$ cat config.mk
export PLATFORM = sky130hd
export DESIGN_NAME = replay_window_check_top
export DESIGN_NICKNAME = d
export VERILOG_FILES = /design/src/hw/rtl/rwc_pkg.sv /design/src/hw/rtl/rwc_ram.sv /design/src/hw/rtl/rwc_alu.sv /design/src/hw/rtl/rwc_ctrl.sv /design/src/hw/rtl/replay_window_check_top.sv
export VERILOG_INCLUDE_DIRS = /design/src /design/src/hw/rtl
export SDC_FILE = /design/constraint.sdc
export NUM_CORES = 2
export LEC_CHECK = 0
export BUFFER_PORTS_ARGS = -buffer_cell sky130_fd_sc_hd__buf_2
export CORE_MARGIN = 2
export CORE_UTILIZATION = 56
export DETAILED_ROUTE_END_ITERATION = 16
export HOLD_SLACK_MARGIN = 0.03
export PLACE_DENSITY = 0.86
export SETUP_SLACK_MARGIN = 0.2
export SLEW_MARGIN = 40
export SYNTH_ARGS = -nofsm -noshare
export SYNTH_HDL_FRONTEND = slang
export SYNTH_SLANG_ARGS = --single-unit
$ cat constraint.sdc
create_clock -name clk -period 6.7 [get_ports clk]
set_clock_uncertainty 0.1 [all_clocks]
set_input_delay 1.005 -clock clk [delete_from_list [all_inputs] [get_ports clk]]
set_output_delay 1.005 -clock clk [all_outputs]
set_load 0.1 [all_outputs]
$ cat src/hw/rtl/assert_macros.svh
// Assertion helpers for the RTL file that checks itself, the top level.
`ifndef ASSERT_MACROS_SVH
`define ASSERT_MACROS_SVH

// Concurrent assertion sampled on clk, quiet while reset is asserted.
`define RWC_ASSERT(label, prop, msg) \
	label: assert property (@(posedge clk) disable iff (!arst_n) prop) else $error(msg);

// Same check, built on the non-overlapping implication of pre and post.
`define RWC_ASSERT_NEXT(label, pre, post, msg) \
	`RWC_ASSERT(label, (pre) |=> (post), msg)

`endif

$ cat src/hw/rtl/rwc_pkg.sv
`timescale 1ns / 1ps

package rwc_pkg;

	// Window geometry.
	localparam int BITMAP_BITS = 2048;
	localparam int WORD_BITS   = 64;
	localparam int WINDOW_SIZE = 1984;
	localparam int RING_WORDS  = BITMAP_BITS / WORD_BITS;
	localparam int RING_AW     = $clog2(RING_WORDS);
	localparam int BIT_AW      = $clog2(WORD_BITS);
	localparam int CNT_W       = RING_AW + 1;

	// Field and datapath widths.
	localparam int NONCE_W = 64;
	localparam int ALU_W   = NONCE_W + 1;
	localparam int ADDR_W  = 4;

	localparam logic [NONCE_W-1:0] REJECT_AFTER_RST = 64'd18446744073709549630;
	localparam logic [ADDR_W-1:0]  REG_REJECT_AFTER = 4'h0;

	// Sequencer steps.
	typedef enum logic [3:0] {
		ST_IDLE,
		ST_LIM_TOP,
		ST_LIM_NONCE,
		ST_INC,
		ST_WIN,
		ST_STALE,
		ST_ADV,
		ST_SPAN,
		ST_CLEAR,
		ST_READ,
		ST_TEST,
		ST_DONE
	} rwc_state_t;

	// One operation for the shared adder: a + b + cin, or a - b when sub and cin are both set.
	typedef struct packed {
		logic [ALU_W-1:0] a;
		logic [ALU_W-1:0] b;
		logic             sub;
		logic             cin;
	} rwc_alu_req_t;

	// Status from the sequencer to the top level.
	typedef struct packed {
		logic               busy;
		logic [NONCE_W-1:0] hpo;
	} rwc_status_t;

endpackage

$ cat src/hw/rtl/rwc_ram.sv
`timescale 1ns / 1ps

module rwc_ram #(
	parameter int WIDTH = 64,
	parameter int DEPTH = 32
) (
	input  logic                     clk,
	input  logic                     we,
	input  logic [$clog2(DEPTH)-1:0] addr,
	input  logic [WIDTH-1:0]         wdata,
	output logic [WIDTH-1:0]         rdata
);

	logic [WIDTH-1:0] mem [DEPTH];

	// Single port, registered read.
	always_ff @(posedge clk) begin
		if (we) begin
			mem[addr] <= wdata;
		end
		rdata <= mem[addr];
	end

endmodule

$ cat src/hw/rtl/rwc_alu.sv
`timescale 1ns / 1ps

module rwc_alu
	import rwc_pkg::*;
(
	input  rwc_alu_req_t     req,
	output logic [ALU_W:0]   res
);

	logic [ALU_W-1:0] opb;

	// Subtraction is a + ~b + 1; the top bit is the carry, set when a >= b.
	assign opb = req.sub ? ~req.b : req.b;
	assign res = {1'b0, req.a} + {1'b0, opb} + {{ALU_W{1'b0}}, req.cin};

endmodule

$ cat src/hw/rtl/rwc_ctrl.sv
`timescale 1ns / 1ps

module rwc_ctrl
	import rwc_pkg::*;
(
	input  logic               clk,
	input  logic               arst_n,
	input  logic               s_tvalid,
	output logic               s_tready,
	input  logic [NONCE_W-1:0] s_tdata,
	output logic               m_tvalid,
	input  logic               m_tready,
	output logic [7:0]         m_tdata,
	input  logic [NONCE_W-1:0] reject_after,
	output rwc_status_t        status
);

	rwc_state_t state_q, state_nxt;

	logic [NONCE_W-1:0]   nonce_q;
	logic [NONCE_W-1:0]   t_q;
	logic [ALU_W-1:0]     win_q;
	logic [NONCE_W-1:0]   hpo_q;
	logic [CNT_W-1:0]     cnt_q;
	logic [RING_AW-1:0]   ptr_q;
	logic                 result_q;
	logic                 m_valid_q;
	logic                 m_data_q;
	logic [RING_WORDS-1:0] vld_q;

	rwc_alu_req_t         alu_req;
	logic [ALU_W:0]       alu_res;
	logic                 alu_carry;
	logic [ALU_W-1:0]     span_dif;
	logic [CNT_W-1:0]     span_cnt;

	logic                 ram_we;
	logic [RING_AW-1:0]   ram_addr;
	logic [WORD_BITS-1:0] ram_wdata;
	logic [WORD_BITS-1:0] ram_rdata;

	logic [RING_AW-1:0]   slot;
	logic [WORD_BITS-1:0] cur_word;
	logic [WORD_BITS-1:0] bit_mask;
	logic                 was_set;
	logic                 out_free;

	rwc_alu u_alu (
		.req (alu_req),
		.res (alu_res)
	);

	rwc_ram #(
		.WIDTH (WORD_BITS),
		.DEPTH (RING_WORDS)
	) u_ram (
		.clk   (clk),
		.we    (ram_we),
		.addr  (ram_addr),
		.wdata (ram_wdata),
		.rdata (ram_rdata)
	);

	assign alu_carry = alu_res[ALU_W];

	// Word distance, capped at the ring size.
	assign span_dif = alu_res[ALU_W-1:0];
	assign span_cnt = ((|span_dif[ALU_W-1:CNT_W]) || (span_dif[CNT_W-1:0] > CNT_W'(RING_WORDS)))
		? CNT_W'(RING_WORDS) : span_dif[CNT_W-1:0];

	// Bit lookup for t_q, the nonce plus one; a word never written reads as zero.
	assign slot     = t_q[BIT_AW +: RING_AW];
	assign bit_mask = WORD_BITS'(1) << t_q[BIT_AW-1:0];
	assign cur_word = vld_q[slot] ? ram_rdata : '0;
	assign was_set  = |(cur_word & bit_mask);
	assign out_free = !m_valid_q || m_tready;

	// State register.
	always_ff @(posedge clk or negedge arst_n) begin
		if (!arst_n) begin
			state_q <= ST_IDLE;
		end else begin
			state_q <= state_nxt;
		end
	end

	// Next state, adder operands and RAM port.
	always_comb begin
		state_nxt = state_q;
		alu_req   = '0;
		ram_we    = 1'b0;
		ram_addr  = slot;
		ram_wdata = '0;
		s_tready  = 1'b0;
		unique case (state_q)
			ST_IDLE: begin
				s_tready = 1'b1;
				if (s_tvalid) begin
					state_nxt = ST_LIM_TOP;
				end
			end
			ST_LIM_TOP: begin
				alu_req = '{a: {1'b0, reject_after}, b: {1'b0, hpo_q}, sub: 1'b1, cin: 1'b1};
				state_nxt = alu_carry ? ST_LIM_NONCE : ST_DONE;
			end
			ST_LIM_NONCE: begin
				alu_req = '{a: {1'b0, nonce_q}, b: {1'b0, reject_after}, sub: 1'b1, cin: 1'b1};
				state_nxt = alu_carry ? ST_DONE : ST_INC;
			end
			ST_INC: begin
				alu_req = '{a: {1'b0, nonce_q}, b: '0, sub: 1'b0, cin: 1'b1};
				state_nxt = ST_WIN;
			end
			ST_WIN: begin
				alu_req = '{a: {1'b0, t_q}, b: ALU_W'(WINDOW_SIZE), sub: 1'b0, cin: 1'b0};
				state_nxt = ST_STALE;
			end
			ST_STALE: begin
				alu_req = '{a: win_q, b: {1'b0, hpo_q}, sub: 1'b1, cin: 1'b1};
				state_nxt = alu_carry ? ST_ADV : ST_DONE;
			end
			ST_ADV: begin
				alu_req = '{a: {1'b0, hpo_q}, b: {1'b0, t_q}, sub: 1'b1, cin: 1'b1};
				state_nxt = alu_carry ? ST_READ : ST_SPAN;
			end
			ST_SPAN: begin
				alu_req = '{a: {1'b0, t_q} >> BIT_AW, b: {1'b0, hpo_q} >> BIT_AW,
					sub: 1'b1, cin: 1'b1};
				state_nxt = ST_CLEAR;
			end
			ST_CLEAR: begin
				ram_addr = ptr_q;
				if (cnt_q == '0) begin
					state_nxt = ST_READ;
				end else begin
					ram_we = 1'b1;
				end
			end
			ST_READ: begin
				state_nxt = ST_TEST;
			end
			ST_TEST: begin
				ram_we    = 1'b1;
				ram_wdata = cur_word | bit_mask;
				state_nxt = ST_DONE;
			end
			ST_DONE: begin
				if (out_free) begin
					state_nxt = ST_IDLE;
				end
			end
			default: begin
				state_nxt = ST_IDLE;
			end
		endcase
	end

	// Window top and valid bits.
	always_ff @(posedge clk or negedge arst_n) begin
		if (!arst_n) begin
			hpo_q <= '0;
			vld_q <= '0;
		end else begin
			if (state_q == ST_CLEAR && cnt_q == '0) begin
				hpo_q <= t_q;
			end
			if (ram_we) begin
				vld_q[ram_addr] <= 1'b1;
			end
		end
	end

	// Working registers of the sequencer.
	always_ff @(posedge clk) begin
		unique case (state_q)
			ST_IDLE: begin
				nonce_q  <= s_tdata;
				result_q <= 1'b0;
			end
			ST_INC: begin
				t_q <= alu_res[NONCE_W-1:0];
			end
			ST_WIN: begin
				win_q <= alu_res[ALU_W-1:0];
			end
			ST_SPAN: begin
				cnt_q <= span_cnt;
				ptr_q <= RING_AW'(hpo_q[BIT_AW +: RING_AW] + 1'b1);
			end
			ST_CLEAR: begin
				if (cnt_q != '0) begin
					cnt_q <= cnt_q - 1'b1;
					ptr_q <= RING_AW'(ptr_q + 1'b1);
				end
			end
			ST_TEST: begin
				result_q <= !was_set;
			end
			default: begin
			end
		endcase
	end

	// Output register: holds the verdict until the sink takes the beat.
	always_ff @(posedge clk or negedge arst_n) begin
		if (!arst_n) begin
			m_valid_q <= 1'b0;
		end else if (state_q == ST_DONE && out_free) begin
			m_valid_q <= 1'b1;
		end else if (m_tready) begin
			m_valid_q <= 1'b0;
		end
	end

	always_ff @(posedge clk) begin
		if (state_q == ST_DONE && out_free) begin
			m_data_q <= result_q;
		end
	end

	assign m_tvalid    = m_valid_q;
	assign m_tdata     = {7'b0, m_data_q};
	assign status.busy = (state_q != ST_IDLE);
	assign status.hpo  = hpo_q;

endmodule

$ cat src/hw/rtl/replay_window_check_top.sv
`timescale 1ns / 1ps
// Channel   Dir  Beat contents
// s_axis    in   tdata[63:0] = nonce
// m_axis    out  tdata[7:0]  = accepted in bit 0, zeros above
// apb       in   register reject_after at byte address 0x0, 64 bits
//
// A nonce at or over the limit, or behind the window, gets its result without a bitmap read;
// advancing the top adds the span step, one clearing step per word cleared (up to the
// whole ring of 32 words) and a final clearing step that moves the top.
// The limit, window and span compares and adds share one 65-bit adder, one step
// per cycle; clearing skipped words takes one RAM write per word. Reset clears the
// window top and the per-word valid bits at once, so no clearing pass follows reset.
// The input is not ready while an item is in work; a stalled result is held.
`include "assert_macros.svh"

module replay_window_check_top
	import rwc_pkg::*;
(
	input  logic               clk,
	input  logic               arst_n,
	input  logic               s_tvalid,
	output logic               s_tready,
	input  logic [63:0]        s_tdata,   // [63:0] nonce
	output logic               m_tvalid,
	input  logic               m_tready,
	output logic [7:0]         m_tdata,   // [0] accepted, [7:1] zero
	input  logic               psel,
	input  logic               penable,
	input  logic               pwrite,
	input  logic [ADDR_W-1:0]  paddr,
	input  logic [63:0]        pwdata,
	output logic [63:0]        prdata,
	output logic               pready
);

	logic [NONCE_W-1:0] reject_after_q;
	rwc_status_t        status;

	// Limit register, written in the access phase.
	always_ff @(posedge clk or negedge arst_n) begin
		if (!arst_n) begin
			reject_after_q <= REJECT_AFTER_RST;
		end else if (psel && penable && pwrite && paddr[3] == REG_REJECT_AFTER[3]) begin
			reject_after_q <= pwdata;
		end
	end

	assign pready = 1'b1;
	assign prdata = (paddr[3] == REG_REJECT_AFTER[3]) ? reject_after_q : '0;

	rwc_ctrl u_ctrl (
		.clk          (clk),
		.arst_n       (arst_n),
		.s_tvalid     (s_tvalid),
		.s_tready     (s_tready),
		.s_tdata      (s_tdata),
		.m_tvalid     (m_tvalid),
		.m_tready     (m_tready),
		.m_tdata      (m_tdata),
		.reject_after (reject_after_q),
		.status       (status)
	);

	// An accepted nonce keeps the input closed on the next cycle.
	`RWC_ASSERT_NEXT(a_busy_after_accept, s_tvalid && s_tready, !s_tready && status.busy, "input open right after accept")

	// A result appears only after work with the input closed.
	`RWC_ASSERT(a_result_after_work, $rose(m_tvalid) |-> $past(!s_tready), "result without work")

	// The window top never moves backward.
	`RWC_ASSERT(a_top_monotonic, status.hpo >= $past(status.hpo), "window top decreased")

endmodule
## Word-level counts from Yosys, hierarchy flattened

Memory sizes are Yosys's and may differ from the RTL's. A register that Yosys moved wholly into a read port is not among the register bits.
Index checks and enable logic that the tools add are counted.

| word-level totals | value |
|---|---|
| flip-flop bits (word level) | 371 |
| RAM bits | 2048 |
| output and inout port bits | 75 |
| word-level logic and storage cells | 94 |
| memories | 1 |

Memories:

| name | depth | width | read ports | clocked after Yosys merged registers in | write ports | RTL line | RTL |
|---|---|---|---|---|---|---|---|
| u_ctrl.u_ram.mem | 32 | 64 | 1 | 1 | 1 | rwc_ram.sv:14 | `logic [WIDTH-1:0] mem [DEPTH];` |

| operators by class | value |
|---|---|
| add/sub/neg operators | 5 |
| magnitude comparators | 4 |
| eq/ne operators | 15 |
| shifts and indexed selects | 1 |
| multiplexer cells | 31 |
| bitwise operators | 5 |
| reductions and logical operators | 20 |

Operator list:

| cell | number |
|---|---|
| $pmux 132 s7 | 1 |
| $mux 64 | 3 |
| $add 65x65->66 | 1 |
| $add 66x1->66 | 1 |
| $mux 65 | 1 |
| $not 65->65 | 1 |
| $and 64x64->64 | 1 |
| $or 64x64->64 | 1 |
| $reduce_or 64->1 | 1 |
| $shl 1x6->64 const A | 1 |
| $reduce_or 59->1 | 1 |
| $pmux 4 s12 | 1 |
| $or 32x32->32 | 1 |
| $mux 4 | 7 |
| $eq 4x3->1 const B | 4 |
| $eq 4x4->1 const B | 4 |
| $lt 5x6->1 const B | 2 |
| $mux 6 | 2 |
| $pmux 6 s2 | 1 |
| $add 5x1->5 const B | 2 |
| $mux 5 | 2 |
| $pmux 5 s2 | 1 |
| $eq 4x2->1 const B | 2 |
| $mux 1 | 8 |
| other kinds (19) | 31 |

## Depth between registers and ports, before layout

| depth | value |
|---|---|
| word-level depth | 10 |
| mapped depth | 21 |
| mapped depth without buffers | 17 |

## Hierarchy

Synthesis repeated with hierarchy kept, for this count alone.

| second synthesis, totals | value |
|---|---|
| cells, all modules | 6334 |
| area, all modules | 102402.0 sq um |

By module, submodules not included:

| module | instances | cells each | area each (sq um) |
|---|---|---|---|
| rwc_ram | 1 | 4136 | 78865.6 |
| rwc_ctrl | 1 | 1344 | 15707.6 |
| rwc_alu | 1 | 645 | 4614.4 |
| replay_window_check_top | 1 | 209 | 3214.3 |

## Worst setup path after synthesis

OpenSTA, ideal clock, no wires.

| path | value |
|---|---|
| path kind | register to register |
| start point | reg u_ctrl.state_q[3] |
| end point | reg u_ctrl.cnt_q[5] (data pin) |
| library setup time | 0.255 ns |
| arrival time | 5.971 ns |
| path slack | 0.374 ns |
| cell stages (with the launch flop) | 20 |
| buffers on the path | 4 |
| clock period less this slack | 6.326 ns |
| path through | dfrtp_1 > clkbuf_1 > nand2b_1 > nor3_1 > clkbuf_1 > buf_1 > a22oi_1 > nand3_1 > ha_1 > clkbuf_1 > a21oi_1 > o21ai_0 > a21o_1 > a221o_1 > a211o_1 > a31o_2 > xor2_1 > nor3b_1 > nand4_2 > o21ba_1 |

| on the way | value |
|---|---|
| longest elaborated chain between the ends | 10 |

RTL lines:

| element | RTL line | RTL |
|---|---|---|
| start: declaration | rwc_ctrl.sv:18 | `rwc_state_t state_q, state_nxt;` |
| start signal: assignment | rwc_ctrl.sv:83 | `state_q <= state_nxt;` |
| $eq 4x3->1, or another cell as far along | rwc_ctrl.sv:95 | `unique case (state_q)` |
| $pmux 132 s7 (*) | rwc_ctrl.sv:95 |  |
| $not 65->65 | rwc_alu.sv:13 | `assign opb = req.sub ? ~req.b : req.b;` |
| $mux 65 | rwc_alu.sv:13 |  |
| $add 65x65->66 | rwc_alu.sv:14 | `assign res = {1'b0, req.a} + {1'b0, opb} + {{ALU_W{1'b0}}, req.cin};` |
| $add 66x1->66 (*) | rwc_alu.sv:14 |  |
| net u_ctrl.alu_res[59] | rwc_ctrl.sv:32 | `logic [ALU_W:0] alu_res;` |
| $reduce_or 59->1 (*) | rwc_ctrl.sv:68 | `assign span_cnt = ((\|span_dif[ALU_W-1:CNT_W]) \|\| (span_dif[CNT_W-1:0] > CNT_W'(RING_WORDS)))` |
| $logic_or 1x1->1 (*) | rwc_ctrl.sv:68 |  |
| $mux 6 (*) | rwc_ctrl.sv:69 | `? CNT_W'(RING_WORDS) : span_dif[CNT_W-1:0];` |
| $pmux 6 s2 (*) | rwc_ctrl.sv:175 | `unique case (state_q)` |
| end signal: assignment | rwc_ctrl.sv:187 | `cnt_q <= span_cnt;` |
| end signal: assignment | rwc_ctrl.sv:192 | `cnt_q <= cnt_q - 1'b1;` |
| end: declaration | rwc_ctrl.sv:24 | `logic [CNT_W-1:0] cnt_q;` |

The timed path passes the listed nets; every way through them passes the cells marked *.
A chain may end at the register's enable or synchronous reset.

## Worst setup path after layout

| path | value |
|---|---|
| start point | reg u_ctrl.state_q[2] |
| end point | reg u_ctrl.cnt_q[4] (data pin) |

| on the way | value |
|---|---|
| longest elaborated chain between the ends | 10 |

RTL lines:

| element | RTL line |
|---|---|
| $eq 4x3->1, or another cell as far along | rwc_ctrl.sv:95, rwc_ctrl.sv:175 |
| $pmux 132 s7 | rwc_ctrl.sv:95 |
| $not 65->65 | rwc_alu.sv:13 |
| $mux 65 | rwc_alu.sv:13 |
| $add 65x65->66 | rwc_alu.sv:14 |
| $add 66x1->66 | rwc_alu.sv:14 |
| $gt 6x6->1 or $reduce_or 59->1 (tied branches) | rwc_ctrl.sv:68 |
| $logic_or 1x1->1 | rwc_ctrl.sv:68 |
| $mux 6 | rwc_ctrl.sv:69 |
| $pmux 6 s2 (*) | rwc_ctrl.sv:175 |

Mark *: on every way between the ends. The rest lies on a longest branch, timed or not.

==> flow_summary.ini <==
[run_status]
outcome = completed

[logic_synthesis]
synth-seq-cells = 2483
synthSimpleGateAreaFrac_pct = 4.45
synthCells = 5624
synth_top_family_by_area = multiplexers
ys_types = 87
synth_edf_count = 2254
yosys_warnings = 0
yosys.area_share.xor_xnor_pct = 0.397
synth_adder_area_share_pct = 0.866
synthMuxAreaShare_pct = 13.2
synthesis.area_um2 = 101000
synth_compound_area_share_pct = 7.42
syn_avg_cell_area_um2 = 18.0
seq_area_frac_synth_pct = 72.1
async_flop_share_pct = 6.65
ys.flop_type = edfxtp_1

[cts]
htreeDepth = 4
cts-root-buf = clkbuf_16
cts.sinks = 2483
tritoncts = built
cts_buffers = 228
clk_pin_slew_worst_paths_ns = 0.06
clockBufferDepth = 3
clock_latency_ns = 0.95
post_cts_buffers = 0

[worst_setup_path]
crit_buf_inv = 1
critPathSlowestCell = dfrtp_1
worst_path_largest_cell_delay_ns = 0.67
critPathArrivalTime_ns = 6.80
path_common_cell = fa_1
cp_cell_sequence = nand2b_1, nor2_4, a221o_1, a221oi_1, fa_1, fa_1, a211oi_2, o211ai_1, and2_1, or3_1, a21oi_1, or4b_1, or4_1, and4bb_1, nand4_2, buf_4, o21ai_1
worst_setup_path_start_kind = flip-flop
rr_startpoint = u_ctrl.state_q[2]$_DFFE_PN0P_
endpoint = u_ctrl.cnt_q[4]$_DFFE_PP_
cp_max_fo = 13
reg2reg_depth = 17
worstSetupStartpoint = u_ctrl.state_q[2]$_DFFE_PN0P_
critPathCaptureType = flip-flop
r2r-end = u_ctrl.cnt_q[4]$_DFFE_PP_
path_delay_family = simple AND/OR/NAND/NOR gates
crit_type = flip-flop to flip-flop
r2r_slack_ns = 0.51
required_ns = 7.31
cp_num_cells = 17

[sta]
fin_setup_tns_ns = 0
worst_pin_slew_ns = 1.14
final_max_slew_viol_count = 0
slew_headroom_pct = 23.6
rsz0062_at_grt = no
setup_violations = 0
fin_crit_ns = 6.19
holdWs_ns = 0.214
fmax_mhz = 161
hold_viol_final = 0
post-route-period-util_pct = 92.4

[cells_and_area]
layout_commonest_cell = edfxtp_1
fill_cells = 11200
nNetsFinal = 6177
areaGrowthSynthToFinish_pct = 13.4
layout_common_cells = 2254 x edfxtp_1, 522 x mux4_2, 440 x a22oi_1
drive_above_1_share_pct = 26.7

[global_routing]
grt_max_degree = 135
antenna_found_initial = 14
grt_pass1_vias = 64000
grtUsageTotal_pct = 34.7
grt-ovfl-total = 0
grt_pass1_wl_um = 458000

[detailed_routing]
firstDrtPassIters = 9
dr.first_iter.drc_count = 12000
drc = 0
totalWireLength_um = 333000
post_drt_wl_per_cell_um = 38.9
drtAntennaViolNets = 0
via_count = 65000
post_drt_via_cell_ratio = 7.60

[floorplan]
io_pins = 214
dieArea_um2 = 185000
die_w_um = 430
initial_core_util_pct = 56.3
rows = 156
fp.dieH_um = 430
core_area_um2 = 180000

[pwr]
combPwrFrac_pct = 35.5
p_int_mw = 33.6
p_switching_mw = 19.4
p_per_area_nw_per_um2 = 461
p_seq_share_pct = 38.4
p_clk_share_pct = 26.1
p_leak_nw = 39.7
p_sw_share_pct = 36.7
ir_drop_mv = 0.447

[run]
maxCapViolations = 0

[placement]
dp_hpwl_um = 169000
io_buffer_count = 202
place.gp.congestion = 0.951

[hold_path]
min_path_type = input port to flip-flop
worst min path at each step:
stage | startpoint | endpoint | slack [ns] | cells after the start
floorplan | u_ctrl.result_q$_DFFE_PP_ | u_ctrl.m_data_q$_DFFE_PP_ | 0.30 | 0
global placement | u_ctrl.result_q$_DFFE_PP_ | u_ctrl.m_data_q$_DFFE_PP_ | 0.32 | 0
detailed placement | u_ctrl.result_q$_DFFE_PP_ | u_ctrl.m_data_q$_DFFE_PP_ | 0.32 | 0
CTS | arst_n | u_ctrl.hpo_q[1]$_DFFE_PN0P_ | 0.13 | 1
global route | s_tdata[55] | u_ctrl.nonce_q[55]$_DFFE_PP_ | 0.19 | 1
finish | s_tdata[5] | u_ctrl.nonce_q[5]$_DFFE_PP_ | 0.21 | 1
state kept, by name (all words and copies together), names as in the netlist:
signal / flops
u_ctrl.result_q: 1
u_ctrl.vld_q: 32
u_ctrl.state_q: 4
u_ctrl.t_q: 64
u_ctrl.m_data_q: 1
u_ctrl.cnt_q: 6
u_ctrl.nonce_q: 64
u_ctrl.u_ram.rdata: 64
u_ctrl.m_tvalid: 1
u_ctrl.win_q: 65
reject_after_q: 64
u_ctrl.ptr_q: 5
u_ctrl.u_ram.mem: 2048
u_ctrl.hpo_q: 64
cell usage after synthesis, types with 24 or more instances:
cell | instances | area [um2]
edfxtp_1 | 2254 | 67700
mux4_2 | 522 | 11800
a22oi_1 | 440 | 3300
nand2_1 | 290 | 1090
nor2_1 | 227 | 852
clkbuf_1 | 219 | 822
a21oi_1 | 180 | 901
mux2_2 | 131 | 1480
dfrtp_1 | 107 | 2680
nand3_1 | 86 | 430
buf_2 | 83 | 415
nand4_1 | 80 | 500
nor2b_1 | 74 | 463
a221oi_1 | 68 | 596
ha_1 | 67 | 838
dfxtp_1 | 64 | 1280
o21ai_0 | 60 | 300
a221o_1 | 58 | 581
dfstp_2 | 58 | 1520
or2_2 | 38 | 238
nor3_1 | 36 | 180
buf_1 | 34 | 128
a21o_1 | 31 | 233
o21ai_1 | 24 | 120
xor2_1 | 24 | 210
layer usage:
metal	GRT usage (%)	up-vias	wire length [um]
met4	21.3	14	26300
met5	0	-	103
met3	9.46	1813	46500
met2	55.4	7271	158000
li1	-	23900	-
met1	42.3	32000	102000
cell type report:
type	count	area (um2)	area share [%]
antenna	11	27.5	0.0239
clock buffer	310	6310	5.49
clock inverter	125	1540	1.34
inverter	21	80.1	0.0696
multi-input combinational	2775	27300	23.7
sequential	2483	73200	63.6
tap	2370	2970	2.58
timing repair buffer	460	3680	3.20
timing repair:
action                                  in CTS  in global routing
resized for setup                            0                  1
hold endpoints to repair                     0                  5
endpoints found under the setup margin       0                  6
hold buffers                                 0                  1
stage by stage:
step / total power, mW / instances / worst slack [ns] / util [%] / area [um2]
after floorplan: 32.1 / 5630 / 0.374 / - / 101000
after global placement: 37.2 / 8089 / 0.637 / 59.1 / 107000
after detailed placement: 38.0 / 8099 / 0.502 / 59.3 / 107000
after CTS: 52.0 / 8534 / 0.458 / 63.6 / 115000
after global routing: 54.0 / 8545 / 0.256 / 63.8 / 115000
final: 53.0 / 8555 / 0.507 / 63.8 / 115000
logic make-up (layout without fill, tap and decap cells):
group / Yosys count / count (layout)
AOI/OAI and AO/OA: 1040 / 1040
xor gates and xnor gates: 46 / 46
adders and majority gates: 69 / 69
buffers and inverters: 372 / 916
DFF: 2483 / 2483
muxes: 671 / 671
other: 2 / 19
and+or+nand+nor: 941 / 941
power by group through the flow:
| stage | combinational [mW] | clock (mW) | sequential (mW) |
|---|---|---|---|
| 6_report | 18.8 | 13.8 | 20.4 |
| 2_1_floorplan | 12.0 | 0 | 20.1 |
| 5_1_grt | 19.4 | 14.3 | 20.4 |
| 4_1_cts | 18.1 | 13.7 | 20.2 |
| 3_3_place_gp | 16.9 | 0 | 20.4 |
| 3_5_place_dp | 17.5 | 0 | 20.5 |
Power figures use the tool's default switching activity.
